<file path="src/hw/rtl/assert_macros.svh">
// Assertion macros for the SHA-256 hasher RTL.
`ifndef ASSERT_MACROS_SVH
`define ASSERT_MACROS_SVH
`ifndef SYNTHESIS
// Clocked by clk and disabled while rst_n is low.
`define SHA_ASSERT(lbl, prop, msg) \
    lbl: assert property (@(posedge clk) disable iff (!rst_n) prop) else $error(msg);
// Same, with the clock and the active-low reset named explicitly.
`define SHA_ASSERT_CLK(lbl, ck, rn, prop, msg) \
    lbl: assert property (@(posedge ck) disable iff (!rn) prop) else $error(msg);
`else
`define SHA_ASSERT(lbl, prop, msg)
`define SHA_ASSERT_CLK(lbl, ck, rn, prop, msg)
`endif
`endif

</file>
<file path="src/hw/rtl/sha256_pkg.sv">
// Types, constants and round functions of the SHA-256 hasher.
package sha256_pkg;

    typedef enum logic [2:0] {
        S_IDLE,
        S_PAD,
        S_ROUND,
        S_FINAL,
        S_OUT
    } sha_state_t;

    localparam logic [7:0] PAD_MARKER = 8'h80;
    localparam logic [5:0] LEN_POS    = 6'd56;
    localparam logic [63:0] BITS_PER_BYTE = 64'd8;

    localparam logic [31:0] HASH_INIT [8] = '{
        32'h6a09e667, 32'hbb67ae85, 32'h3c6ef372, 32'ha54ff53a,
        32'h510e527f, 32'h9b05688c, 32'h1f83d9ab, 32'h5be0cd19
    };

    localparam logic [31:0] ROUND_K [64] = '{
        32'h428a2f98, 32'h71374491, 32'hb5c0fbcf, 32'he9b5dba5,
        32'h3956c25b, 32'h59f111f1, 32'h923f82a4, 32'hab1c5ed5,
        32'hd807aa98, 32'h12835b01, 32'h243185be, 32'h550c7dc3,
        32'h72be5d74, 32'h80deb1fe, 32'h9bdc06a7, 32'hc19bf174,
        32'he49b69c1, 32'hefbe4786, 32'h0fc19dc6, 32'h240ca1cc,
        32'h2de92c6f, 32'h4a7484aa, 32'h5cb0a9dc, 32'h76f988da,
        32'h983e5152, 32'ha831c66d, 32'hb00327c8, 32'hbf597fc7,
        32'hc6e00bf3, 32'hd5a79147, 32'h06ca6351, 32'h14292967,
        32'h27b70a85, 32'h2e1b2138, 32'h4d2c6dfc, 32'h53380d13,
        32'h650a7354, 32'h766a0abb, 32'h81c2c92e, 32'h92722c85,
        32'ha2bfe8a1, 32'ha81a664b, 32'hc24b8b70, 32'hc76c51a3,
        32'hd192e819, 32'hd6990624, 32'hf40e3585, 32'h106aa070,
        32'h19a4c116, 32'h1e376c08, 32'h2748774c, 32'h34b0bcb5,
        32'h391c0cb3, 32'h4ed8aa4a, 32'h5b9cca4f, 32'h682e6ff3,
        32'h748f82ee, 32'h78a5636f, 32'h84c87814, 32'h8cc70208,
        32'h90befffa, 32'ha4506ceb, 32'hbef9a3f7, 32'hc67178f2
    };

    function automatic logic [31:0] big_sigma0(input logic [31:0] x);
        return {x[1:0], x[31:2]} ^ {x[12:0], x[31:13]} ^ {x[21:0], x[31:22]};
    endfunction

    function automatic logic [31:0] big_sigma1(input logic [31:0] x);
        return {x[5:0], x[31:6]} ^ {x[10:0], x[31:11]} ^ {x[24:0], x[31:25]};
    endfunction

    function automatic logic [31:0] small_sigma0(input logic [31:0] x);
        return {x[6:0], x[31:7]} ^ {x[17:0], x[31:18]} ^ {3'b000, x[31:3]};
    endfunction

    function automatic logic [31:0] small_sigma1(input logic [31:0] x);
        return {x[16:0], x[31:17]} ^ {x[18:0], x[31:19]} ^ {10'b0, x[31:10]};
    endfunction

endpackage

</file>
<file path="src/hw/rtl/sha256_message_hasher_top.sv">
// SHA-256 message hasher: byte input, padding, round engine and digest output.
// The message arrives one byte per word on the msg channel, with byte_present
// saying whether the byte counts and end_of_message closing the message (an
// empty message is allowed). A byte is taken whenever msg_stall is low while the
// 64-byte block fills. Each full block then runs through a single round unit at
// one round per cycle, followed by a fold of the result into the chaining value
// (S_FINAL), and msg_stall stays high during that time. At end of message the
// padding bytes are generated one per cycle between compressions (up to 64, or
// up to 72 when an extra block is needed) with a compression after each full
// block, and then the eight digest words go out on the dig channel, word 0
// first. After the last word is taken the block is ready for the next message.
`include "assert_macros.svh"

module sha256_message_hasher_top (
    input  logic        clk,
    input  logic        rst_n,
    input  logic        msg_valid,
    output logic        msg_stall,
    input  logic [7:0]  data_byte,
    input  logic        byte_present,
    input  logic        end_of_message,
    output logic        dig_valid,
    input  logic        dig_stall,
    output logic [31:0] digest_word,
    output logic [2:0]  word_index,
    output logic        last_word
);

    sha256_pkg::sha_state_t state_reg, state_next;
    sha256_pkg::sha_state_t ret_reg, ret_next;

    logic [31:0] chain_reg [8];
    logic [31:0] chain_next [8];
    logic [31:0] work_reg [8];
    logic [31:0] work_next [8];
    logic [31:0] win_reg [16];
    logic [31:0] win_next [16];
    logic [23:0] acc_reg, acc_next;
    logic [63:0] bit_count_reg, bit_count_next;
    logic [5:0]  byte_pos_reg, byte_pos_next;
    logic [5:0]  round_reg, round_next;
    logic        marker_reg, marker_next;
    logic        len_phase_reg, len_phase_next;
    logic [2:0]  len_idx_reg, len_idx_next;
    logic [2:0]  out_idx_reg, out_idx_next;

    logic        msg_accept;
    logic        dig_accept;
    logic        push_en;
    logic [7:0]  push_byte;
    logic [7:0]  pad_byte;
    logic        len_now;
    logic        last_len;
    logic        block_done;
    logic [7:0]  len_bytes [8];
    logic [31:0] sched_word;
    logic [31:0] t1;
    logic [31:0] t2;

    assign msg_accept = msg_valid && !msg_stall;
    assign dig_accept = dig_valid && !dig_stall;

    // The length goes out most significant byte first.
    always_comb
    begin
        for (int i = 0; i < 8; i++)
        begin
            len_bytes[i] = bit_count_reg[63 - 8 * i -: 8];
        end
    end

    // The length field starts once the marker is in and the block reaches byte 56.
    assign len_now  = len_phase_reg || (marker_reg && (byte_pos_reg == sha256_pkg::LEN_POS));
    assign last_len = len_now && (len_idx_reg == 3'd7);

    always_comb
    begin
        priority if (!marker_reg)
        begin
            pad_byte = sha256_pkg::PAD_MARKER;
        end
        else if (len_now)
        begin
            pad_byte = len_bytes[len_idx_reg];
        end
        else
        begin
            pad_byte = 8'h00;
        end
    end

    assign push_en    = (state_reg == sha256_pkg::S_PAD)
                        || ((state_reg == sha256_pkg::S_IDLE) && msg_accept && byte_present);
    assign push_byte  = (state_reg == sha256_pkg::S_PAD) ? pad_byte : data_byte;
    assign block_done = push_en && (&byte_pos_reg);

    // Round unit: the window always holds W[t..t+15], so W[t+16] comes from fixed taps.
    assign sched_word = sha256_pkg::small_sigma1(win_reg[14]) + win_reg[9]
                        + sha256_pkg::small_sigma0(win_reg[1]) + win_reg[0];
    assign t1 = work_reg[7] + sha256_pkg::big_sigma1(work_reg[4])
                + ((work_reg[4] & work_reg[5]) ^ (~work_reg[4] & work_reg[6]))
                + sha256_pkg::ROUND_K[round_reg] + win_reg[0];
    assign t2 = sha256_pkg::big_sigma0(work_reg[0])
                + ((work_reg[0] & work_reg[1]) ^ (work_reg[0] & work_reg[2])
                   ^ (work_reg[1] & work_reg[2]));

    // Next state.
    always_comb
    begin
        state_next = state_reg;
        ret_next   = ret_reg;
        unique case (state_reg)
            sha256_pkg::S_IDLE:
            begin
                if (msg_accept)
                begin
                    if (block_done)
                    begin
                        state_next = sha256_pkg::S_ROUND;
                        ret_next   = end_of_message ? sha256_pkg::S_PAD : sha256_pkg::S_IDLE;
                    end
                    else if (end_of_message)
                    begin
                        state_next = sha256_pkg::S_PAD;
                    end
                end
            end
            sha256_pkg::S_PAD:
            begin
                if (block_done)
                begin
                    state_next = sha256_pkg::S_ROUND;
                    ret_next   = last_len ? sha256_pkg::S_OUT : sha256_pkg::S_PAD;
                end
            end
            sha256_pkg::S_ROUND:
            begin
                if (&round_reg)
                begin
                    state_next = sha256_pkg::S_FINAL;
                end
            end
            sha256_pkg::S_FINAL:
            begin
                state_next = ret_reg;
            end
            sha256_pkg::S_OUT:
            begin
                if (dig_accept && last_word)
                begin
                    state_next = sha256_pkg::S_IDLE;
                end
            end
            default:
            begin
                state_next = sha256_pkg::S_IDLE;
            end
        endcase
    end

    // Outputs.
    always_comb
    begin
        msg_stall   = (state_reg != sha256_pkg::S_IDLE);
        dig_valid   = (state_reg == sha256_pkg::S_OUT);
        digest_word = chain_reg[out_idx_reg];
        word_index  = out_idx_reg;
        last_word   = (out_idx_reg == 3'd7);
    end

    // Datapath.
    always_comb
    begin
        chain_next     = chain_reg;
        work_next      = work_reg;
        win_next       = win_reg;
        acc_next       = acc_reg;
        bit_count_next = bit_count_reg;
        byte_pos_next  = byte_pos_reg;
        round_next     = round_reg;
        marker_next    = marker_reg;
        len_phase_next = len_phase_reg;
        len_idx_next   = len_idx_reg;
        out_idx_next   = out_idx_reg;

        if (push_en)
        begin
            byte_pos_next = byte_pos_reg + 6'd1;
            if (&byte_pos_reg[1:0])
            begin
                for (int i = 0; i < 15; i++)
                begin
                    win_next[i] = win_reg[i + 1];
                end
                win_next[15] = {acc_reg, push_byte};
            end
            else
            begin
                acc_next = {acc_reg[15:0], push_byte};
            end
            if (block_done)
            begin
                work_next  = chain_reg;
                round_next = 6'd0;
            end
        end

        unique case (state_reg)
            sha256_pkg::S_IDLE:
            begin
                if (msg_accept)
                begin
                    if (byte_present)
                    begin
                        bit_count_next = bit_count_reg + sha256_pkg::BITS_PER_BYTE;
                    end
                    if (end_of_message)
                    begin
                        marker_next    = 1'b0;
                        len_phase_next = 1'b0;
                        len_idx_next   = 3'd0;
                    end
                end
            end
            sha256_pkg::S_PAD:
            begin
                marker_next = 1'b1;
                if (len_now)
                begin
                    len_phase_next = 1'b1;
                    len_idx_next   = len_idx_reg + 3'd1;
                end
            end
            sha256_pkg::S_ROUND:
            begin
                for (int i = 0; i < 15; i++)
                begin
                    win_next[i] = win_reg[i + 1];
                end
                win_next[15] = sched_word;
                work_next[7] = work_reg[6];
                work_next[6] = work_reg[5];
                work_next[5] = work_reg[4];
                work_next[4] = work_reg[3] + t1;
                work_next[3] = work_reg[2];
                work_next[2] = work_reg[1];
                work_next[1] = work_reg[0];
                work_next[0] = t1 + t2;
                round_next   = round_reg + 6'd1;
            end
            sha256_pkg::S_FINAL:
            begin
                for (int i = 0; i < 8; i++)
                begin
                    chain_next[i] = chain_reg[i] + work_reg[i];
                end
            end
            sha256_pkg::S_OUT:
            begin
                if (dig_accept)
                begin
                    out_idx_next = out_idx_reg + 3'd1;
                    if (last_word)
                    begin
                        chain_next     = sha256_pkg::HASH_INIT;
                        bit_count_next = 64'd0;
                    end
                end
            end
            default:
            begin
                out_idx_next = 3'd0;
            end
        endcase
    end

    always_ff @(posedge clk or negedge rst_n)
    begin
        if (!rst_n)
        begin
            state_reg     <= sha256_pkg::S_IDLE;
            ret_reg       <= sha256_pkg::S_IDLE;
            chain_reg     <= sha256_pkg::HASH_INIT;
            for (int i = 0; i < 8; i++)
            begin
                work_reg[i] <= 32'd0;
            end
            bit_count_reg <= 64'd0;
            byte_pos_reg  <= 6'd0;
            round_reg     <= 6'd0;
            marker_reg    <= 1'b0;
            len_phase_reg <= 1'b0;
            len_idx_reg   <= 3'd0;
            out_idx_reg   <= 3'd0;
        end
        else
        begin
            state_reg     <= state_next;
            ret_reg       <= ret_next;
            chain_reg     <= chain_next;
            work_reg      <= work_next;
            bit_count_reg <= bit_count_next;
            byte_pos_reg  <= byte_pos_next;
            round_reg     <= round_next;
            marker_reg    <= marker_next;
            len_phase_reg <= len_phase_next;
            len_idx_reg   <= len_idx_next;
            out_idx_reg   <= out_idx_next;
        end
    end

    // Message window and byte packing carry data only.
    always_ff @(posedge clk)
    begin
        win_reg <= win_next;
        acc_reg <= acc_next;
    end

    `SHA_ASSERT(a_round_only_in_round, (round_reg != 6'd0) |-> (state_reg == sha256_pkg::S_ROUND), "round counter busy outside round state")
    `SHA_ASSERT(a_round_then_final, (state_reg == sha256_pkg::S_ROUND && round_reg == 6'd63) |=> (state_reg == sha256_pkg::S_FINAL), "last round not followed by fold")
    `SHA_ASSERT(a_digest_block_aligned, $rose(dig_valid) |-> (byte_pos_reg == 6'd0 && len_phase_reg), "digest started off a block boundary")
    `SHA_ASSERT(a_len_after_marker, (len_idx_reg != 3'd0) |-> marker_reg, "length bytes before the pad marker")
    `SHA_ASSERT_CLK(a_restart_clean, clk, rst_n, (dig_accept && last_word) |=> (chain_reg[0] == sha256_pkg::HASH_INIT[0] && bit_count_reg == 64'd0), "state not restored after digest")

endmodule
</file>
<file path="config.mk">
export PLATFORM = sky130hd
export DESIGN_NAME = sha256_message_hasher_top
export DESIGN_NICKNAME = d
export VERILOG_FILES = /design/src/hw/rtl/sha256_pkg.sv /design/src/hw/rtl/sha256_message_hasher_top.sv
export VERILOG_INCLUDE_DIRS = /design/src /design/src/hw/rtl
export SDC_FILE = /design/constraint.sdc
export NUM_CORES = 2
export LEC_CHECK = 0
export ABC_AREA = 1
export BUFFER_PORTS_ARGS = -buffer_cell sky130_fd_sc_hd__buf_4
export CAP_MARGIN = 20
export CORE_ASPECT_RATIO = 1.75
export CORE_MARGIN = 1
export CORE_UTILIZATION = 61
export CTS_CLUSTER_DIAMETER = 30
export DETAILED_ROUTE_END_ITERATION = 16
export HOLD_SLACK_MARGIN = 0.08
export PLACE_DENSITY = 0.77
export SLEW_MARGIN = 20
export SYNTH_ARGS = -nofsm -noshare
export SYNTH_HDL_FRONTEND = slang
export SYNTH_SLANG_ARGS = --single-unit
</file>
<file path="constraint.sdc">
create_clock -name clk -period 19.55 [get_ports clk]
set_clock_uncertainty 0.1 [all_clocks]
set_input_delay 1.955 -clock clk [delete_from_list [all_inputs] [get_ports clk]]
set_output_delay 1.955 -clock clk [all_outputs]
set_load 0.02 [all_outputs]
</file>
==> results of run 1 <==
-- metal layers --
metal | GRT usage | overflow
met1 | 0.603 | 0
met2 | 0.907 | 14
met3 | 0.352 | 0
met4 | 0.726 | 9
met5 | 0.0450 | 0
-- cell families after synthesis --
group,count (synthesis)
buf+inv,1787
compound gates,2428
xor+xnor,418
flops,1134
fa+ha+maj,595
simple gates,3033
-- stage by stage --
| step | utilization | cell area (um2) |
|---|---|---|
| after floorplan | - | 77100 |
| after global placement | 0.629 | 78900 |
| after detailed placement | 0.629 | 78900 |
| after CTS | 0.679 | 85200 |
-- cell usage after synthesis (17+ instances only) --
cell and count:
a21o_1 76, a21oi_1 660, a221oi_1 27, a31oi_1 121, buf_1 23, buf_2 35
buf_4 23, clkbuf_1 231, dfrtp_1 462, dfstp_2 136, edfxtp_1 536, fa_1 195
ha_1 400, inv_1 1461, nand2_1 1664, nand3_1 342, nand3b_1 17, nand4_1 67
nor2_1 703, nor3_1 133, nor4_1 40, o211ai_1 200, o21a_1 20, o21ai_0 987
o21ai_1 18, o21bai_1 51, o221ai_1 19, o22ai_1 114, o31ai_1 28, or2_2 37
xnor2_1 179, xor2_1 239
==> summary.md, run 1 <==
| Metric | Value |
|---|---|
| Gr usage total | 0.636 |
| Yosys warnings | 0 |
| Top cells by area, synth | edfxtp_1 21%, dfrtp_1 15%, nand2_1 8.1%, inv_1 7.1%, ha_1 6.5% |
| # port buffers | 51 |
| Area share of fa/ha/maj cells after synthesis | 0.115 |
| Net Count, Synth | 10000 |
| Vias in the first global route | ~82000 |
| Starting Density | 0.615 |
| Mapped Cells | about 9400 |
| Mapped Area | slightly below 80000 um2 |
| Root buffer cell | clkbuf_16 |
| Die X | 271 um |
| Hold Buf Count CTS | 0 |
| Worst-case clock buffer depth | 3 |
| Sink Count | 1134 |
| Routability cong. | 1.16 |
| Ports | 52 |
| HPWL Detailed | 270000 um |
| CTS Buf Count | about 180 |
| Main combinational cell family by area after synthesis | compound AO/OA/AOI/OAI gates |
| Total gr overflow | 23 |
| Last stage reached | global routing |
| Outcome | did not finish |
| Most used DFF post-synth | edfxtp_1 |
| Synth top area share | 0.209 |
| First-pass GRT wire length | approximately 600000 um |
| #FFs+latches synth | ~1100 |
| H-tree depth | 4 |
| Mux cell area share after synthesis | 0 |
| XOR/XNOR Fraction of Synth Area | 0.0475 |
| Synth Area in Simple Gates | 0.163 |
| Post-synth EDFFs | 536 |
| Post-CTS setup buffer count | 0 |
| Pre-CTS WS | 10.35 ns |
| Ys async rst share | 0.527 |
| Compound-Gate Fraction of Synth Area | 0.181 |
| Tool error | [ERROR GRT-0116] Global routing finished with congestion. Check the congestion regions in the DRC Viewer. |
| Post-cts resize count | 0 |
| Largest net degree at the start of global routing | around 230 |
| Avg Inst Size Synth | around 8 um2 |
| Synth cell types | 66 |
| Cell accounting for the most synthesized area | edfxtp_1 |
| Die Span Y | about 470 um |
| Seq/Total Area, Yosys | 0.405 |
| Cell Count Post-Placement | roughly 11000 |
| Row count | 172 |
==> run 2, diff against run 1 <==
Settings changed: CORE_ASPECT_RATIO 1.75 to not set, CORE_UTILIZATION 61 to 40, CTS_CLUSTER_DIAMETER 30 to not set, HOLD_SLACK_MARGIN 0.08 to not set, PLACE_DENSITY 0.77 to not set, PLACE_DENSITY_LB_ADDON set to 0.15.
==> summary.md, run 2 <==
| Metric | Value |
|---|---|
| Area of the multi-input gates | a little under 40000 um2 |
| Final worst path period need | approximately 8.6 ns |
| Post-synth EDFFs | about 540 |
| Yosys warnings | 0 |
| Post-cts resize count | 0 |
| WS Path Type | reg2reg |
| Max Slew Vio Count | 0 |
| Most frequent cell after synthesis | nand2_1 |
| Die Area | 195000 um2 |
| Largest net degree at the start of global routing | 184 |
| Ys async rst share | 0.527 |
| Filler instances | roughly 19000 |
| Crit-path most repeated cell | nand2_1 |
| Most frequent cells in the layout | 1663 x nand2_1, 1457 x inv_1, 983 x o21ai_0 |
| Root buffer cell | clkbuf_16 |
| Max Freq | approximately 0.12 GHz |
| Total Wirelength | 335000 um |
| First-pass DRT Iterations | 6 |
| Nets | 9976 |
| Mapped Cells | approximately 9400 |
| CTS Buf Count | about 140 |
| Average wire per standard cell | ~28 um |
| Hold Buf Count CTS | 0 |
| Starting Density | 0.404 |
| Final Hold Viols | 0 |
| Delay of the slowest cell on the worst path | about 0.58 ns |
| TritonCTS clock tree | yes |
| Top cells by area, synth | edfxtp_1 21%, dfrtp_1 15%, nand2_1 8.1%, inv_1 7.1%, ha_1 6.5% |
| Max reg flops | slightly above 500 |
| Sequential cell area | approximately 31000 um2 |
| WHS | ~0.3 ns |
| Share of cells above drive strength 1 | 0.0614 |
| Outcome | complete, no violations |
| Max cap viols | 0 |
| Vias per cell | roughly 5.8 |
| Total gr overflow | 0 |
| # port buffers | between 50 and 60 |
| Cell Count Post-Placement | about 12000 |
| CP Max Fanout | between 50 and 60 |
| Most used DFF post-synth | edfxtp_1 |
| CP required | between 20 and 25 ns |
| HPWL Detailed | 263000 um |
| H-tree depth | 4 |
| Worst-case clock buffer depth | 3 |
| Die Span Y | between 400 and 500 um |
| Routability cong. | 0.984 |
| Seq/Total Area, Yosys | 0.405 |
| Mapped Area | approximately 77000 um2 |
| Cell accounting for the most synthesized area | edfxtp_1 |
| Row count | 160 |
| #FFs+latches synth | around 1100 |
| Crit share post-route | 0.437 |
| Sink Count | 1134 |
| Avg Inst Size Synth | 8.21 um2 |
| First-pass GRT wire length | between 400000 and 500000 um |
| Starting DRC count in detailed routing | ~7700 |
| Later-pin clock latency in the skew report | between 0.8 and 0.9 ns |
| Non-filler cells, final | around 12000 |
| Worst setup SP type | register |
| Synth top area share | 0.209 |
| Reg clk slew, reported paths | about 0.08 ns |
| Gr usage total | 0.340 |
| Antenna Violating Nets Remaining | 0 |
| Drc violations | 0 |
| Relative slew margins | 0.153 |
| Final setup viols | 0 |
| Most frequent cells after synthesis | 1664 x nand2_1, 1461 x inv_1, 987 x o21ai_0 |
| RSZ-0062 raised after global routing | false |
| Initial antenna violation count | 16 |
| Die X | approximately 440 um |
| CP max stage cell | fa_1 |
| Area Overhead vs Synth | 10.3% |
| Setup crit end kind | register |
| Setup TNS Final | 0 ns |
| Vias in the first global route | around 65000 |
| Ports | 52 |
| Total number of vias | ~69000 |
| Hold Path Class | reg2reg |
| Net Count, Synth | 10000 |
| Synth cell types | 66 |
| Critical path arrival | ~9.1 ns |
| Post-CTS setup buffer count | 0 |
| Actual slew at the worst max-slew pin | roughly 1.3 ns |
| Final core occ | 0.446 |
| Core area | between 150000 and 200000 um2 |
| Most common cell after layout, fill and taps aside | nand2_1 |
-- run 2: cell counts after synthesis --
Identical to the previous run, type by type.
-- run 2: worst paths after layout --
check / startpoint / to / slack (ns) / cells past startpoint
min reg2reg: win_reg[6]$_DFFE_PP_ / win_reg[38]$_DFFE_PP_ / 0.30 / 0
max reg2reg: round_reg[3]$_DFFE_PN0P_ / work_reg[249]$_DFFE_PN0P_ / 11.00 / 35
min: win_reg[6]$_DFFE_PP_ / win_reg[38]$_DFFE_PP_ / 0.30 / 0
max: round_reg[3]$_DFFE_PN0P_ / work_reg[249]$_DFFE_PN0P_ / 11.00 / 35
min in group asynchronous: rst_n / chain_reg[212]$_DFFE_PN0P_ / 1.06 / 1
max in group asynchronous: rst_n / work_reg[54]$_DFFE_PN0P_ / 14.93 / 4
-- run 2: logic make-up after synthesis --
family / Yosys count / synth area share
and+or+nand+nor: 3033 / 0.163
buffers and inverters: 1787 / 0.0888
adders and majority gates: 595 / 0.115
AOI/OAI and AO/OA: 2428 / 0.181
xor gates and xnor gates: 418 / 0.0475
DFF: 1134 / 0.405
-- run 2: layout make-up --
class                      count  share of cell area
antenna                        4            0.000118
clock buffer                 189              0.0456
clock inverter                73              0.0125
inverter                    1474              0.0653
multi-input combinational   6474               0.460
sequential                  1134               0.367
tap                         2511              0.0369
timing repair buffer         142              0.0131
-- run 2: layer usage --
metal  share of wire  GRT usage
met1            0.45      0.488
met2            0.43      0.511
met3           0.074     0.0552
met4           0.045      0.132
met5         0.00016          0
-- run 2: critical path: cells and delay by family (launching register included) --
| kind | cells | cell delay (ns) |
|---|---|---|
| AOI/OAI and AO/OA | 10 | 1.86 |
| xor gates and xnor gates | 1 | 0.36 |
| adders and majority gates | 4 | 1.83 |
| buffers and inverters | 8 | 1.94 |
| DFF | 1 | 0.32 |
| and+or+nand+nor | 12 | 1.89 |
-- run 2: stage by stage --
step / worst slack (ns) / instance area (um2)
after floorplan: 5.28 / 77100
final: 11.00 / 85100
after detailed placement: 11.25 / 80100
after CTS: 11.17 / 85100
after global placement: 11.15 / 80100
after global routing: 10.68 / 85100
Power of run 2 is not shown: default switching activity piles up to over one toggle a cycle in this logic, so the estimate is an artifact.
